--- config.mk ---
export PLATFORM = sky130hd
export DESIGN_NAME = pulse_sample_contact_qualifier_unit
export DESIGN_NICKNAME = d
export VERILOG_FILES = /design/src/sv/psq_pkg.sv /design/src/sv/psq_front.sv /design/src/sv/psq_queue.sv /design/src/sv/psq_back.sv /design/src/sv/pulse_sample_contact_qualifier_unit.sv
export SDC_FILE = /design/constraint.sdc
export NUM_CORES = 1
export LEC_CHECK = 0
export BUFFER_PORTS_ARGS = -buffer_cell sky130_fd_sc_hd__buf_2
export CAP_MARGIN = 20
export CORE_UTILIZATION = 60
export CTS_CLUSTER_SIZE = 16
export DETAILED_ROUTE_END_ITERATION = 12
export PLACE_DENSITY = 0.82
export SYNTH_ARGS = -nofsm -noshare
export SYNTH_HDL_FRONTEND = slang
export SYNTH_SLANG_ARGS = --single-unit
--- constraint.sdc ---
create_clock -name clk -period 13.1 [get_ports clk]
set_clock_uncertainty 0.05 [all_clocks]
set_input_delay 0.655 -clock clk [delete_from_list [all_inputs] [get_ports clk]]
set_output_delay 0.655 -clock clk [all_outputs]
set_load 0.005 [all_outputs]
--- src/sv/psq_pkg.sv ---
package psq_pkg;

  // fixed widths of the configuration registers
  localparam int LEVEL_BITS  = 12;
  localparam int PERIOD_BITS = 16;

  localparam int NUM_READINGS = 5;
  // median sits at rank two of five
  localparam int MEDIAN_RANK  = 2;
  localparam int QUEUE_DEPTH  = 4;

  // mode codes as seen on the result
  localparam logic [1:0] MODE_WARMUP   = 2'd0;
  localparam logic [1:0] MODE_SETTLING = 2'd1;
  localparam logic [1:0] MODE_RUNNING  = 2'd2;

  // estimator action codes
  localparam logic [1:0] ACT_HOLD  = 2'd0;
  localparam logic [1:0] ACT_RESET = 2'd1;
  localparam logic [1:0] ACT_FEED  = 2'd2;

  // register indexes on the apb port
  localparam int REG_IDX_BITS = 2;
  localparam logic [REG_IDX_BITS-1:0] REG_NEAR_ZERO  = 2'd0;
  localparam logic [REG_IDX_BITS-1:0] REG_STEP_LIMIT = 2'd1;
  localparam logic [REG_IDX_BITS-1:0] REG_WARMUP     = 2'd2;
  localparam logic [REG_IDX_BITS-1:0] REG_SETTLE     = 2'd3;

  // register reset values (1500 ms at a 10 ms period for both timers)
  localparam logic [LEVEL_BITS-1:0]  NEAR_ZERO_RESET  = LEVEL_BITS'(50);
  localparam logic [LEVEL_BITS-1:0]  STEP_LIMIT_RESET = LEVEL_BITS'(600);
  localparam logic [PERIOD_BITS-1:0] WARMUP_RESET     = PERIOD_BITS'(1500 / 10);
  localparam logic [PERIOD_BITS-1:0] SETTLE_RESET     = PERIOD_BITS'(1500 / 10);

  typedef struct packed {
    logic [LEVEL_BITS-1:0]  near_zero_level;
    logic [LEVEL_BITS-1:0]  step_limit;
    logic [PERIOD_BITS-1:0] warmup_periods;
    logic [PERIOD_BITS-1:0] settle_periods;
  } cfg_t;

  typedef struct packed {
    logic [1:0] action;
    logic       transient_seen;
    logic [1:0] mode_now;
  } result_t;

endpackage

--- src/sv/psq_front.sv ---
module psq_front #(
  parameter int SAMPLE_BITS = 12
) (
  input  logic                   clk,
  input  logic                   rst,
  input  logic                   in_valid,
  output logic                   in_ready,
  input  logic [SAMPLE_BITS-1:0] readings [psq_pkg::NUM_READINGS],
  input  logic                   queue_full,
  output logic                   push,
  output logic [SAMPLE_BITS-1:0] median
);

  localparam int N = psq_pkg::NUM_READINGS;

  logic                   valid;
  logic [SAMPLE_BITS-1:0] median_comb;
  logic [2:0]             rank [N];

  // rank of each reading, ties broken by position, then pick rank two
  always_comb begin
    median_comb = readings[0];
    for (int i = 0; i < N; i++) begin
      rank[i] = 3'd0;
      for (int j = 0; j < N; j++) begin
        if (j != i) begin
          rank[i] = rank[i] + {2'b00, (readings[j] < readings[i]) ||
                                       ((readings[j] == readings[i]) && (j < i))};
        end
      end
      if (rank[i] == 3'(psq_pkg::MEDIAN_RANK)) begin
        median_comb = readings[i];
      end
    end
  end

  assign push     = valid && !queue_full;
  assign in_ready = !valid || push;

  always_ff @(posedge clk) begin
    if (rst) begin
      valid <= 1'b0;
    end else if (in_ready) begin
      valid <= in_valid;
    end
    if (in_valid && in_ready) begin
      median <= median_comb;
    end
  end

endmodule

--- src/sv/psq_queue.sv ---
module psq_queue #(
  parameter int WIDTH = 12,
  parameter int DEPTH = 4
) (
  input  logic             clk,
  input  logic             rst,
  input  logic             push,
  input  logic [WIDTH-1:0] din,
  input  logic             pop,
  output logic [WIDTH-1:0] dout,
  output logic             not_empty,
  output logic             full
);

  // depth is a power of two so the pointers wrap on their own
  localparam int PW = (DEPTH > 1) ? $clog2(DEPTH) : 1;
  localparam int CW = $clog2(DEPTH + 1);

  logic [WIDTH-1:0] entries [DEPTH];
  logic [PW-1:0]    wptr;
  logic [PW-1:0]    rptr;
  logic [CW-1:0]    count;

  assign dout      = entries[rptr];
  assign not_empty = (count != '0);
  assign full      = (count == CW'(DEPTH));

  always_ff @(posedge clk) begin
    if (rst) begin
      wptr  <= '0;
      rptr  <= '0;
      count <= '0;
    end else begin
      if (push) begin
        wptr <= wptr + PW'(1);
      end
      if (pop) begin
        rptr <= rptr + PW'(1);
      end
      count <= count + CW'(push) - CW'(pop);
    end
    if (push) begin
      entries[wptr] <= din;
    end
  end

endmodule

--- src/sv/psq_back.sv ---
module psq_back #(
  parameter int SAMPLE_BITS = 12,
  parameter int COUNT_BITS  = 16
) (
  input  logic                   clk,
  input  logic                   rst,
  input  psq_pkg::cfg_t          cfg,
  input  logic                   q_valid,
  input  logic [SAMPLE_BITS-1:0] q_median,
  output logic                   pop,
  output logic                   out_valid,
  input  logic                   out_ready,
  output logic [SAMPLE_BITS-1:0] out_median,
  output psq_pkg::result_t       out_res
);

  localparam int LB = psq_pkg::LEVEL_BITS;
  localparam int PB = psq_pkg::PERIOD_BITS;
  localparam int MW = (SAMPLE_BITS > LB) ? SAMPLE_BITS : LB;
  localparam int WW = (COUNT_BITS > PB) ? COUNT_BITS : PB;
  localparam logic [WW-1:0] COUNT_MAX_W = WW'({COUNT_BITS{1'b1}});

  typedef enum logic [1:0] {
    ST_WARMUP   = psq_pkg::MODE_WARMUP,
    ST_SETTLING = psq_pkg::MODE_SETTLING,
    ST_RUNNING  = psq_pkg::MODE_RUNNING
  } mode_t;

  mode_t                  mode, mode_next;
  logic                   primed;
  logic [SAMPLE_BITS-1:0] prev_median;
  logic [COUNT_BITS-1:0]  periods_left, periods_left_next;
  logic [1:0]             action_next;
  logic                   transient;
  logic [SAMPLE_BITS-1:0] step;
  logic [COUNT_BITS-1:0]  warm_load, settle_load;
  logic                   expires;

  // period register clipped to the counter range
  function automatic logic [COUNT_BITS-1:0] load_count(input logic [PB-1:0] p);
    logic [WW-1:0] pw;
    pw = WW'(p);
    return (pw > COUNT_MAX_W) ? {COUNT_BITS{1'b1}} : COUNT_BITS'(pw);
  endfunction

  assign warm_load   = load_count(cfg.warmup_periods);
  assign settle_load = load_count(cfg.settle_periods);
  assign expires     = (periods_left <= COUNT_BITS'(1));
  assign pop         = q_valid && (!out_valid || out_ready);

  assign step = (q_median >= prev_median) ? (q_median - prev_median)
                                          : (prev_median - q_median);
  assign transient = (MW'(q_median) < MW'(cfg.near_zero_level)) ||
                     (MW'(step) > MW'(cfg.step_limit));

  always_comb begin
    mode_next         = mode;
    periods_left_next = periods_left;
    action_next       = psq_pkg::ACT_HOLD;
    if (!primed) begin
      mode_next         = ST_WARMUP;
      periods_left_next = warm_load;
      action_next       = psq_pkg::ACT_RESET;
    end else begin
      unique case (mode)
        ST_WARMUP: begin
          if (expires) begin
            mode_next         = ST_SETTLING;
            periods_left_next = settle_load;
          end else begin
            periods_left_next = periods_left - COUNT_BITS'(1);
          end
        end
        ST_SETTLING: begin
          if (transient) begin
            periods_left_next = settle_load;
          end else if (expires) begin
            periods_left_next = '0;
            action_next       = psq_pkg::ACT_RESET;
            mode_next         = ST_RUNNING;
          end else begin
            periods_left_next = periods_left - COUNT_BITS'(1);
          end
        end
        default: begin
          if (transient) begin
            mode_next         = ST_SETTLING;
            periods_left_next = settle_load;
          end else begin
            action_next = psq_pkg::ACT_FEED;
          end
        end
      endcase
    end
  end

  always_ff @(posedge clk) begin
    if (rst) begin
      mode         <= ST_WARMUP;
      primed       <= 1'b0;
      prev_median  <= '0;
      periods_left <= '0;
      out_valid    <= 1'b0;
    end else begin
      if (pop) begin
        mode         <= mode_next;
        primed       <= 1'b1;
        prev_median  <= q_median;
        periods_left <= periods_left_next;
      end
      if (pop) begin
        out_valid <= 1'b1;
      end else if (out_ready) begin
        out_valid <= 1'b0;
      end
    end
    if (pop) begin
      out_median             <= q_median;
      out_res.action         <= action_next;
      out_res.transient_seen <= primed && transient;
      out_res.mode_now       <= mode_next;
    end
  end

endmodule

--- src/sv/pulse_sample_contact_qualifier_unit.sv ---
// pulse sample contact qualifier
// the input stream carries the five raw converter readings of one sample
// period per transfer; the output stream carries one result per input
// transfer: the median of the five, the estimator action (hold, reset with
// sample, feed sample), a transient flag and the mode after the item
// the front takes a transfer into a register and forms the median with a
// rank network; a four-entry queue parts it from the back, which runs the
// warm-up / settling / running machine and holds the result register
// an input transfer reaches output tvalid through the front register, the
// queue and the result register; throughput: one item per cycle while the
// output is not stalled, set by the single mode update per cycle in the back
// a stalled output fills the queue first, then the front register, and
// only then drops s_tready
// reset (synchronous, active high) empties the pipe, restores all four
// registers to their defaults and puts the machine back in warm-up; the
// first item after reset primes the filter and orders an estimator reset
// registers (apb, byte address): 0x0 near-zero level, 0x4 step limit,
// 0x8 warm-up periods, 0xc settling periods; write only while idle
module pulse_sample_contact_qualifier_unit #(
  parameter int SAMPLE_BITS = 12,
  parameter int COUNT_BITS  = 16
) (
  input  logic                  clk,
  input  logic                  rst,
  // input stream
  input  logic                  s_tvalid,
  output logic                  s_tready,
  // reading_one, reading_two, reading_three, reading_four, reading_five
  input  logic [(psq_pkg::NUM_READINGS*SAMPLE_BITS+7)/8*8-1:0] s_tdata,
  // output stream
  output logic                  m_tvalid,
  input  logic                  m_tready,
  // median_sample, action, transient_seen, mode_now
  output logic [(SAMPLE_BITS+$bits(psq_pkg::result_t)+7)/8*8-1:0] m_tdata,
  // configuration
  input  logic                  psel,
  input  logic                  penable,
  input  logic                  pwrite,
  input  logic [3:0]            paddr,
  input  logic [31:0]           pwdata,
  output logic [31:0]           prdata,
  output logic                  pready
);

  localparam int N         = psq_pkg::NUM_READINGS;
  localparam int RES_BITS  = $bits(psq_pkg::result_t);
  localparam int OUT_BITS  = SAMPLE_BITS + RES_BITS;
  localparam int OUT_BYTES = (OUT_BITS + 7) / 8;
  localparam int LB        = psq_pkg::LEVEL_BITS;
  localparam int PB        = psq_pkg::PERIOD_BITS;

  psq_pkg::cfg_t          cfg;
  logic [SAMPLE_BITS-1:0] readings [N];
  logic                   f_push;
  logic [SAMPLE_BITS-1:0] f_median;
  logic                   q_full;
  logic                   q_valid;
  logic [SAMPLE_BITS-1:0] q_median;
  logic                   q_pop;
  logic [SAMPLE_BITS-1:0] out_median;
  psq_pkg::result_t       out_res;
  logic                   cfg_write;
  logic [psq_pkg::REG_IDX_BITS-1:0] reg_idx;

  // unpack the readings, first field in the lowest bits
  always_comb begin
    for (int i = 0; i < N; i++) begin
      readings[i] = s_tdata[i*SAMPLE_BITS +: SAMPLE_BITS];
    end
  end

  // configuration registers
  assign pready    = 1'b1;
  assign cfg_write = psel && penable && pwrite && pready;
  assign reg_idx   = paddr[3:2];

  always_ff @(posedge clk) begin
    if (rst) begin
      cfg.near_zero_level <= psq_pkg::NEAR_ZERO_RESET;
      cfg.step_limit      <= psq_pkg::STEP_LIMIT_RESET;
      cfg.warmup_periods  <= psq_pkg::WARMUP_RESET;
      cfg.settle_periods  <= psq_pkg::SETTLE_RESET;
    end else if (cfg_write) begin
      unique case (reg_idx)
        psq_pkg::REG_NEAR_ZERO:  cfg.near_zero_level <= pwdata[LB-1:0];
        psq_pkg::REG_STEP_LIMIT: cfg.step_limit      <= pwdata[LB-1:0];
        psq_pkg::REG_WARMUP:     cfg.warmup_periods  <= pwdata[PB-1:0];
        psq_pkg::REG_SETTLE:     cfg.settle_periods  <= pwdata[PB-1:0];
        default: ;
      endcase
    end
  end

  always_comb begin
    unique case (reg_idx)
      psq_pkg::REG_NEAR_ZERO:  prdata = 32'(cfg.near_zero_level);
      psq_pkg::REG_STEP_LIMIT: prdata = 32'(cfg.step_limit);
      psq_pkg::REG_WARMUP:     prdata = 32'(cfg.warmup_periods);
      psq_pkg::REG_SETTLE:     prdata = 32'(cfg.settle_periods);
      default:                 prdata = '0;
    endcase
  end

  // front: take the transfer and form the median
  psq_front #(
    .SAMPLE_BITS(SAMPLE_BITS)
  ) u_front (
    .clk       (clk),
    .rst       (rst),
    .in_valid  (s_tvalid),
    .in_ready  (s_tready),
    .readings  (readings),
    .queue_full(q_full),
    .push      (f_push),
    .median    (f_median)
  );

  // short queue between the two halves
  psq_queue #(
    .WIDTH(SAMPLE_BITS),
    .DEPTH(psq_pkg::QUEUE_DEPTH)
  ) u_queue (
    .clk      (clk),
    .rst      (rst),
    .push     (f_push),
    .din      (f_median),
    .pop      (q_pop),
    .dout     (q_median),
    .not_empty(q_valid),
    .full     (q_full)
  );

  // back: mode machine and result register
  psq_back #(
    .SAMPLE_BITS(SAMPLE_BITS),
    .COUNT_BITS (COUNT_BITS)
  ) u_back (
    .clk       (clk),
    .rst       (rst),
    .cfg       (cfg),
    .q_valid   (q_valid),
    .q_median  (q_median),
    .pop       (q_pop),
    .out_valid (m_tvalid),
    .out_ready (m_tready),
    .out_median(out_median),
    .out_res   (out_res)
  );

  assign m_tdata = (OUT_BYTES*8)'({out_res.mode_now, out_res.transient_seen,
                                   out_res.action, out_median});

  // a pop always lands in the result register
  a_pop_shows: assert property (@(posedge clk) disable iff (rst)
    q_pop |=> m_tvalid)
    else $error("popped item did not reach the output");

  // a result only appears after a pop
  a_valid_from_pop: assert property (@(posedge clk) disable iff (rst)
    $rose(m_tvalid) |-> $past(q_pop))
    else $error("output valid without a popped item");

  // running is only entered or kept on a quiet item that resets or feeds
  a_running_quiet: assert property (@(posedge clk) disable iff (rst)
    (m_tvalid && out_res.mode_now == psq_pkg::MODE_RUNNING) |->
      (out_res.action != psq_pkg::ACT_HOLD && !out_res.transient_seen))
    else $error("running result with hold action or transient");

endmodule
==> out/results.tsv <==
metric	value	unit
status	complete, no violations	
die-width	147	µm
globalRouteMet3Util	5.47	%
worstRegToRegCells	19	
fillCellCount	1603	
synth.distinct_cells	63	
async_flop_share	0	%
clk_latency	0.44	ns
worstMarginPinSlew	1.05	ns
synth_area	12500	µm²
rows	52	
grt_max_degree	83	
antenna_found_initial	0	
layout.nets	1753	
r2r_end	u_back.periods_left[6]	
timing.final.crit_period	7.58	ns
diodes	0	
drive_above_1_share	13.4	%
drc	0	
rsz0062_at_grt	no	
grt_busiest_layer	met2	
slew_viol_final	0	
min_path_cells	3	
wl	32400	µm
setup_viol	0	
firstDrtPassIters	5	
cts_sinks	175	
powerDensity	211	nW/µm²
synth_edf_count	77	
yosysWarningCount	0	
yosysSeqAreaShare	34.1	%
critical_path_class	reg -> reg	
vias	10729	
die_y	147	µm
hold_path.class	in -> reg	
fin_crit_sh	57.8	%
num_io_pins	166	
via_per_inst	6.17	
drtIter0Drc	979	
tns	0	ns
holdWs	0.416	ns
syn_avg_cell_area	9.13	µm²
core	20400	µm²
use_met2	50.8	%
htree_levels	4	
clockRootBuffer	clkbuf_16	
start_util	61.6	%
cts_tree	yes	
holdPathEnd	cfg[15]	
clk_transition_reported_paths	0.07	ns
met1_usage	39.7	%
io_buffers	119	
area_delta_synth_final	9.91	%
cp.arrival	7.86	ns
postSynthRegisterBits	175	
grt_usage	30.7	%
place.gp.congestion	0.958	
dp_hpwl	24000	µm
synth_cells	1373	
cts_resized	0	
wl_per_cell	18.6	µm
grt_pass1_vias	10262	
grt_overflow_total	0	
drtAntennaViolNets	0	
crit_required	13.38	ns
max_cap_violations	0	
r2r_slack	5.52	ns
hold_violations	0	
synth_area_leaders	edfxtp_1, ha_1, dfxtp_1, a21oi_1, nand2_1	
max_freq	132	MHz
cts_setup_buffers	0	
synth_top_area_share	18.4	%
relSlewSlack	29.9	%
ir_drop	148	µV
dieArea	21500	µm²
cts_made_buffers	17	
crit_path_max_fanout	12	
clk_path_buf_depth	2	
grt_pass1_wl	51900	µm
synthFlopType	dfxtp_1	
cp-start-kind	register	
yosysTopAreaCell	edfxtp_1	
cp-end-kind	register	
cts_hold_buf	0	
hold_start	pwdata[15]	
p_leak	6.18	nW
-- power breakdown --
group | switching (mW) | total, mW | internal [mW]
Combinational | 0.945 | 1.59 | 0.643
Clock | 0.215 | 0.508 | 0.292
Sequential | 0.0956 | 0.814 | 0.719
Total | 1.26 | 2.91 | 1.65
-- placed cells by master (no fill, tap or decap), drive strengths merged, types with 16 or more instances in the layout --
cell type,count
edfxtp,77
mux4,24
nand3,25
nor2,69
o211ai,17
buf,126
inv,131
ha,182
conb,24
a211oi,29
xnor2,16
nor3,16
a21oi,136
clkbuf,19
nand4,36
nand2,169
nor2b,19
a21o,50
o21ai,40
dfxtp,98
-- registers in the layout, summed over array words and instances (netlist names), 3 cells and up, named ones only --
| register | count |
|---|---|
| cfg | 56 |
| u_back.out_res | 5 |
| u_front.median | 12 |
| u_queue.count | 3 |
| u_back.periods_left | 16 |
| u_back.prev_median | 12 |
| u_queue.entries | 48 |
| u_back.out_median | 12 |
-- kinds of logic after synthesis --
family | count (synthesis) | share of synthesized area [%]
AOI/OAI and AO/OA | 340 | 17.4
DFF | 175 | 34.1
muxes | 38 | 5.44
xor gates and xnor gates | 27 | 1.89
and+or+nand+nor | 393 | 14.7
adders and majority gates | 189 | 19.3
other | 2 | 0.0599
buffers and inverters | 209 | 7.14
-- per-layer routing --
metal / part of all wire [%] / up-vias
met1: 41 / 5052
met5: 0 / -
met2: 47 / 514
met3: 8.0 / 85
li1: - / 5078
met4: 3.3 / 0
-- metrics by stage --
stage	power (mW)	util, %	cell area [µm²]	setup slack, ns	instances
final	2.91	67.7	13800	5.52	1740
after global routing	3.10	67.7	13800	5.03	1740
after CTS	2.89	67.7	13800	5.56	1740
after detailed placement	2.37	64.8	13200	5.69	1708
after global placement	2.32	64.8	13200	5.83	1708
after floorplan	2.01	-	12600	7.12	1395
-- area by class of cell --
type / count / area (µm²) / share of cell area, %
Clock buffer: 19 / 454 / 3.30
Clock inverter: 13 / 133 / 0.962
Inverter: 126 / 473 / 3.43
Multi-Input combinational cell: 1011 / 7460 / 54.1
Sequential cell: 175 / 4270 / 31.0
Tap cell: 270 / 338 / 2.45
Timing Repair Buffer: 126 / 648 / 4.70
-- worst max-delay path: stages (launching register included) --
cell      delay [ns]
dfxtp_1         0.87
mux4_2          0.70
inv_1           0.10
ha_1            0.34
a21oi_1         0.16
and4b_1         0.26
o211ai_1        0.32
nand2_1         0.34
o311a_1         0.44
o31ai_2         0.30
mux2i_1         0.12
a221o_1         0.30
ha_1            0.32
a21oi_1         0.18
o21ai_0         0.12
o41ai_1         0.73
nand2_2         0.33
a211oi_2        0.92
a221oi_1        0.19
o41ai_1         0.37
-- worst max path at each step --
stage                                         end  slack, ns  cells past startpoint
final                      u_back.periods_left[6]       5.52                     19
after global routing       u_back.periods_left[6]       5.03                     19
after CTS                  u_back.periods_left[6]       5.56                     19
after detailed placement   u_back.periods_left[6]       5.69                     19
after global placement     u_back.periods_left[7]       5.83                     19
after floorplan           u_back.periods_left[10]       7.12                     23
-- cells in the mapped netlist, types with 4 or more instances --
| master | count |
|---|---|
| xor2_1 | 11 |
| ha_1 | 182 |
| nand4_1 | 36 |
| a21o_1 | 50 |
| nand2b_1 | 12 |
| buf_1 | 5 |
| a31oi_1 | 4 |
| o32ai_1 | 12 |
| buf_4 | 25 |
| o221ai_1 | 4 |
| buf_2 | 7 |
| and3_1 | 5 |
| xnor2_1 | 16 |
| edfxtp_1 | 77 |
| a221oi_1 | 15 |
| a211oi_1 | 29 |
| mux2i_1 | 13 |
| nand3b_1 | 5 |
| fa_1 | 7 |
| inv_1 | 126 |
| o211ai_1 | 17 |
| nor2b_1 | 19 |
| nor3_1 | 16 |
| mux4_2 | 24 |
| dfxtp_1 | 98 |
| nor4_1 | 5 |
| clkbuf_1 | 44 |
| o21bai_1 | 4 |
| or3_1 | 6 |
| and2_1 | 9 |
| a21oi_1 | 136 |
| nor2_1 | 69 |
| nand2_1 | 168 |
| nand3_1 | 25 |
| or2_2 | 9 |
| o21ai_0 | 38 |
(Power assumes the default switching activity.)
